==> config.mk <==
export PLATFORM = sky130hd
export DESIGN_NAME = circular_deque
export DESIGN_NICKNAME = d
export VERILOG_FILES = /design/src/design/cdq_pkg.sv /design/src/design/cdq_ram.sv /design/src/design/cdq_ctrl.sv /design/src/design/circular_deque.sv
export SDC_FILE = /design/constraint.sdc
export NUM_CORES = 1
export LEC_CHECK = 0
export BUFFER_PORTS_ARGS = -buffer_cell sky130_fd_sc_hd__buf_2
export CORE_MARGIN = 10
export CORE_UTILIZATION = 61
export DETAILED_ROUTE_END_ITERATION = 10
export GPL_ROUTABILITY_DRIVEN = 0
export PLACE_DENSITY = 0.81
export SYNTH_ARGS = -nofsm -noshare
export SYNTH_HDL_FRONTEND = slang
export SYNTH_SLANG_ARGS = --single-unit
==> constraint.sdc <==
create_clock -name clk -period 10.9 [get_ports clk]
set_input_delay 2.725 -clock clk [delete_from_list [all_inputs] [get_ports clk]]
set_output_delay 2.725 -clock clk [all_outputs]
set_load 0.005 [all_outputs]
==> src/design/cdq_pkg.sv <==
`timescale 1ns / 1ps

package cdq_pkg;

  // ring size and pointer width
  localparam int DEPTH  = 8;
  localparam int IDX_W  = $clog2(DEPTH);
  localparam int DATA_W = 32;

  typedef logic [IDX_W-1:0] idx_t;

  // request codes
  typedef enum logic [1:0] {
    OP_PUSH_FRONT = 2'd0,
    OP_PUSH_REAR  = 2'd1,
    OP_POP_FRONT  = 2'd2,
    OP_POP_REAR   = 2'd3
  } op_t;

  // result status codes
  typedef enum logic [1:0] {
    ST_DONE  = 2'd0,
    ST_FULL  = 2'd1,
    ST_EMPTY = 2'd2
  } status_t;

  // access from the pointer control to the ring memory
  typedef struct packed {
    logic wr_en;
    logic rd_en;
    idx_t addr;
  } mem_req_t;

  // pointer step forward with wrap at the last slot
  function automatic idx_t wrap_next(input idx_t i);
    return (i == idx_t'(DEPTH - 1)) ? '0 : idx_t'(i + 1'b1);
  endfunction

  // pointer step backward with wrap at slot zero
  function automatic idx_t wrap_prev(input idx_t i);
    return (i == '0) ? idx_t'(DEPTH - 1) : idx_t'(i - 1'b1);
  endfunction

endpackage

==> src/design/cdq_ram.sv <==
`timescale 1ns / 1ps

module cdq_ram #(
  parameter int DATA_W = 32,
  parameter int ADDR_W = 3,
  parameter int WORDS  = 8
) (
  input  logic              clk,
  input  logic              wr_en,
  input  logic              rd_en,
  input  logic [ADDR_W-1:0] addr,
  input  logic [DATA_W-1:0] wr_data,
  output logic [DATA_W-1:0] rd_data
);

  logic [DATA_W-1:0] mem [WORDS];
  logic [DATA_W-1:0] rd_data_r;

  // single port, registered read, read data holds between reads
  always_ff @(posedge clk) begin
    if (wr_en) begin
      mem[addr] <= wr_data;
    end
    if (rd_en) begin
      rd_data_r <= mem[addr];
    end
  end

  assign rd_data = rd_data_r;

endmodule

==> src/design/cdq_ctrl.sv <==
`timescale 1ns / 1ps

module cdq_ctrl import cdq_pkg::*; (
  input  logic     clk,
  input  logic     rst_n,
  input  logic     req_take,
  input  op_t      req_op,
  output mem_req_t mem_req,
  output status_t  req_status
);

  idx_t front_r, front_nxt;
  idx_t rear_r, rear_nxt;
  logic empty_r, empty_nxt;
  logic full;

  assign full = !empty_r && (wrap_next(rear_r) == front_r);

  // pointer update, memory access and status for the request being taken
  always_comb begin
    front_nxt     = front_r;
    rear_nxt      = rear_r;
    empty_nxt     = empty_r;
    mem_req.wr_en = 1'b0;
    mem_req.rd_en = 1'b0;
    mem_req.addr  = front_r;
    req_status    = ST_DONE;
    unique case (req_op)
      OP_PUSH_FRONT, OP_PUSH_REAR: begin
        if (full) begin
          req_status = ST_FULL;
        end else if (empty_r) begin
          front_nxt     = '0;
          rear_nxt      = '0;
          empty_nxt     = 1'b0;
          mem_req.wr_en = req_take;
          mem_req.addr  = '0;
        end else if (req_op == OP_PUSH_FRONT) begin
          front_nxt     = wrap_prev(front_r);
          mem_req.wr_en = req_take;
          mem_req.addr  = wrap_prev(front_r);
        end else begin
          rear_nxt      = wrap_next(rear_r);
          mem_req.wr_en = req_take;
          mem_req.addr  = wrap_next(rear_r);
        end
      end
      OP_POP_FRONT, OP_POP_REAR: begin
        if (empty_r) begin
          req_status = ST_EMPTY;
        end else begin
          mem_req.rd_en = req_take;
          mem_req.addr  = (req_op == OP_POP_FRONT) ? front_r : rear_r;
          if (front_r == rear_r) begin
            // last entry leaves, back to the reset pointers
            front_nxt = '0;
            rear_nxt  = '0;
            empty_nxt = 1'b1;
          end else if (req_op == OP_POP_FRONT) begin
            front_nxt = wrap_next(front_r);
          end else begin
            rear_nxt = wrap_prev(rear_r);
          end
        end
      end
      default: begin
        req_status = ST_DONE;
      end
    endcase
  end

  // pointer registers
  always_ff @(posedge clk) begin
    if (!rst_n) begin
      front_r <= '0;
      rear_r  <= '0;
      empty_r <= 1'b1;
    end else if (req_take) begin
      front_r <= front_nxt;
      rear_r  <= rear_nxt;
      empty_r <= empty_nxt;
    end
  end

endmodule

==> src/design/circular_deque.sv <==
`timescale 1ns / 1ps

// Double-ended queue of 32-bit signed words in a ring of DEPTH entries held in
// one single-port synchronous memory. Each request pushes at the front or rear
// or pops from the front or rear and yields exactly one result: the popped
// value with status done, zero with status done for an accepted push, or zero
// with status full (push refused) or empty (pop refused). A request is taken
// every cycle while the output register is free or being taken. Its result
// passes through the read stage: the memory read happens at the taking edge
// and the output register loads as the read stage moves on. Pointers update
// as the request is taken, so back-to-back requests to the same slot need no
// interlock.

module circular_deque import cdq_pkg::*; (
  input  logic               clk,
  input  logic               rst_n,
  input  logic               in_valid,
  output logic               in_stall,
  input  logic [1:0]         in_operation,
  input  logic signed [31:0] in_push_value,
  output logic               out_valid,
  input  logic               out_stall,
  output logic signed [31:0] out_pop_value,
  output logic [1:0]         out_status
);

  mem_req_t          mem_req;
  status_t           req_status;
  logic [DATA_W-1:0] rd_data;
  logic              req_take;
  logic              move;

  logic              p_valid_r;
  logic              p_pop_r;
  status_t           p_status_r;

  logic              out_valid_r;
  logic [DATA_W-1:0] out_pop_value_r;
  status_t           out_status_r;

  // read stage drains when the output register is free or being taken
  assign move     = !out_valid_r || !out_stall;
  assign in_stall = p_valid_r && !move;
  assign req_take = in_valid && !in_stall;

  cdq_ctrl u_ctrl (
    .clk        (clk),
    .rst_n      (rst_n),
    .req_take   (req_take),
    .req_op     (op_t'(in_operation)),
    .mem_req    (mem_req),
    .req_status (req_status)
  );

  cdq_ram #(
    .DATA_W (DATA_W),
    .ADDR_W (IDX_W),
    .WORDS  (DEPTH)
  ) u_ram (
    .clk     (clk),
    .wr_en   (mem_req.wr_en),
    .rd_en   (mem_req.rd_en),
    .addr    (mem_req.addr),
    .wr_data (in_push_value),
    .rd_data (rd_data)
  );

  // read stage: holds the taken request until it moves to the output register
  always_ff @(posedge clk) begin
    if (!rst_n) begin
      p_valid_r <= 1'b0;
    end else if (req_take) begin
      p_valid_r <= 1'b1;
    end else if (move) begin
      p_valid_r <= 1'b0;
    end
  end

  always_ff @(posedge clk) begin
    if (req_take) begin
      p_pop_r    <= mem_req.rd_en;
      p_status_r <= req_status;
    end
  end

  // output register
  always_ff @(posedge clk) begin
    if (!rst_n) begin
      out_valid_r <= 1'b0;
    end else if (move) begin
      out_valid_r <= p_valid_r;
    end
  end

  always_ff @(posedge clk) begin
    if (move && p_valid_r) begin
      out_pop_value_r <= p_pop_r ? rd_data : '0;
      out_status_r    <= p_status_r;
    end
  end

  assign out_valid     = out_valid_r;
  assign out_pop_value = out_pop_value_r;
  assign out_status    = out_status_r;

endmodule
==> metrics.yaml <==
slowest_delay_ps: 200
num_rows: 54
power_leakage_uw: 0.00607
synth_cell_types: 51
cp.required_ps: 8180
nets: 871
clockBufferDepth: 3
rsz0062_at_grt: "false"
worst_setup_path_end_kind: "output pin"
cts_sinks: 334
wire_per_inst_um: 22.0
cts_buffers: 34
ys_warn_count: 0
grt_max_degree: 129
worst_pin_slew_ps: 1030
fmax_ghz: 0.169
async_flop_share_pct: 0
die-area_um2: 28400
crit_fanout: 3
synth_area_um2: 13500
min_from: "p_status_r[1]"
firstDrtPassIters: 5
dp_hpwl_mm: 13.3
rr_startpoint: "u_ctrl.rear_r[0]"
overflow: 0
drive_gt1_share_pct: 22.1
timing.rr.end: "u_ram.mem[5][14]"
final.min_clock_period_ps: 5910
grt_pass1_wl_mm: 38.3
grt_pass1_vias: 7025
critPathLaunchType: "primary input"
syn_nets: 778
hold_depth: 0
crit_top_cell: "buf_2"
netlist_instances: 732
totalWireLength_mm: 24.8
p_per_area_nw_per_um2: 188
portBuffers: 73
synth_edf_count: 325
drt-initial-drc-count: 452
htree_levels: 2
tritoncts: "built"
drc: 0
hold_buffers: 0
worstSkewPairLatency_ps: 520
initial_core_util_pct: 61.9
hold_violations: 0
antenna_found_initial: 2
slew_headroom_pct: 31.1
vdd_drop_max_uv: 191
yosys_register_bits: 334
cts-root-buf: "clkbuf_16"
postCtsResizedCells: 0
synth_ff_type: "edfxtp_1"
die_h_um: 169
area_growth_pct: 12.8
fp.coreArea_um2: 21800
cap_violations: 0
io_pins: 74
slew_viol_final: 0
finalSetupViolCount: 0
fin_setup_tns_ps: 0
syn_area_per_cell_um2: 18.4
rrSetupSlack_ps: 6310
hp-class: "flop to flop"
cp_slowest_cell: "and3_1"
clk_pin_slew_ps: 60
worstRegToRegCells: 11
hold_end: "out_status[1]"
fillers: 1388
clock_skew_ps: 19.4
finalCritPeriodShare_pct: 54.3
antenna_left: 0
vias_per_cell: 5.85
vias: 6594
track_usage_pct: 17.3
post-cts-setup-buffers: 0
crit_arrival_ps: 3190
path_class: "primary input to output pin"
status: "complete, no violations"
final_core_util_pct: 69.8
dieWidth_um: 169
worstPathCellList: "buf_2 > and3_1 > buf_2"
ys_seq_area_share_pct: 73.8
where the power goes:
group	switching (µW)	leakage (µW)	internal (µW)
registers	12.9	0.00303	1450
logic	150	0.00252	117
clock network	458	0.000518	662
synth_stat cells, types with 2 or more instances:
library cell | n | area share [%]
a211oi_1 | 2 | 0.11
a21oi_1 | 7 | 0.26
and2_1 | 32 | 1.5
buf_2 | 6 | 0.22
buf_4 | 3 | 0.17
buf_6 | 10 | 0.84
buf_8 | 6 | 0.67
clkbuf_1 | 5 | 0.14
dfxtp_1 | 9 | 1.3
edfxtp_1 | 325 | 72
ha_1 | 8 | 0.74
inv_1 | 10 | 0.28
mux2_2 | 32 | 2.7
mux2i_1 | 193 | 14
nand2_1 | 11 | 0.31
nand2b_1 | 5 | 0.23
nand4_1 | 2 | 0.093
nor2_1 | 16 | 0.45
nor2b_1 | 2 | 0.093
nor3_1 | 5 | 0.19
o211a_1 | 2 | 0.15
o211ai_1 | 3 | 0.17
o21ai_0 | 7 | 0.26
xnor2_1 | 3 | 0.20
xnor2_2 | 2 | 0.24
logic make-up (layout without fill, tap and decap cells):
family | Yosys count | after routing | share of synthesized area [%]
DFF | 334 | 334 | 73.8
muxes | 225 | 225 | 17.0
other | 0 | 1 | 0
adders and majority gates | 8 | 8 | 0.743
xor gates and xnor gates | 5 | 5 | 0.437
AOI/OAI and AO/OA | 39 | 39 | 2.38
and+or+nand+nor | 80 | 80 | 3.24
buffers and inverters | 41 | 156 | 2.37
metrics by stage:
stage,total power (µW),hold slack [ps],setup slack (ps),area [µm²],cells
detailed placement,1750,407,4830,14100,1069
global placement,1740,405,4910,14100,1069
CTS,2870,425,4980,15200,1127
finish,2850,427,4990,15200,1128
global route,2940,435,4950,15200,1127
floorplan,1690,400,4430,13500,732
metal layers:
metal	GRT usage, %	vias up	wire, µm
met2	30.0	199	12800
met1	20.5	3298	9770
met3	4.10	62	1500
met5	0	-	13
met4	6.59	2	727
li1	-	3033	-
worst max-delay path by stage:
stage                         start               end  slack (ps)  cells past startpoint
floorplan           in_operation[0]   u_ram.mem[2][0]        4430                      6
global placement    in_operation[0]  u_ram.mem[4][19]        4910                      8
detailed placement  in_operation[0]  u_ram.mem[5][19]        4830                      8
CTS                       out_stall          in_stall        4980                      3
global route              out_stall          in_stall        4950                      3
finish                    out_stall          in_stall        4990                      3
state kept, by name, summed over array words and instances (netlist names):
register	cells
u_ctrl.front_r	3
p_pop_r	1
out_valid	1
out_pop_value	32
p_status_r	2
u_ram.mem	256
u_ctrl.empty_r	1
u_ram.rd_data	32
out_status	2
p_valid_r	1
u_ctrl.rear_r	3
cells in the final DEF (no fill, tap or decap), drive strengths merged, types with 2 or more instances in the layout:
cell type,netlist,layout
nand2b,5,5
clkinvlp,0,2
dfxtp,9,9
xnor2,5,5
a211oi,2,2
ha,8,8
o221ai,3,3
nand2,11,11
o211ai,3,3
a21oi,8,8
nor2b,2,2
edfxtp,325,325
nor3,5,5
inv,10,12
clkbuf,6,42
and2,32,32
o211a,2,2
o21ai,7,7
buf,25,88
mux2i,193,193
bufinv,0,3
nor2,16,16
nand4,2,2
clkinv,0,9
mux2,32,32
layout make-up:
type / instances / area [µm²] / area share [%]
sequential: 334 / 9940 / 65.5
multi-input combinational: 357 / 3290 / 21.7
tap: 280 / 350 / 2.31
antenna: 1 / 2.50 / 0.0165
inverter: 10 / 37.5 / 0.247
timing repair buffer: 88 / 490 / 3.23
clock inverter: 16 / 171 / 1.13
clock buffer: 42 / 902 / 5.94
worst max-delay path, delay by kind of cell:
family	cells	cell delay [ps]
buffers and inverters	2	260
AND/OR/NAND/NOR	1	200
Power figures use the tool's default switching activity.
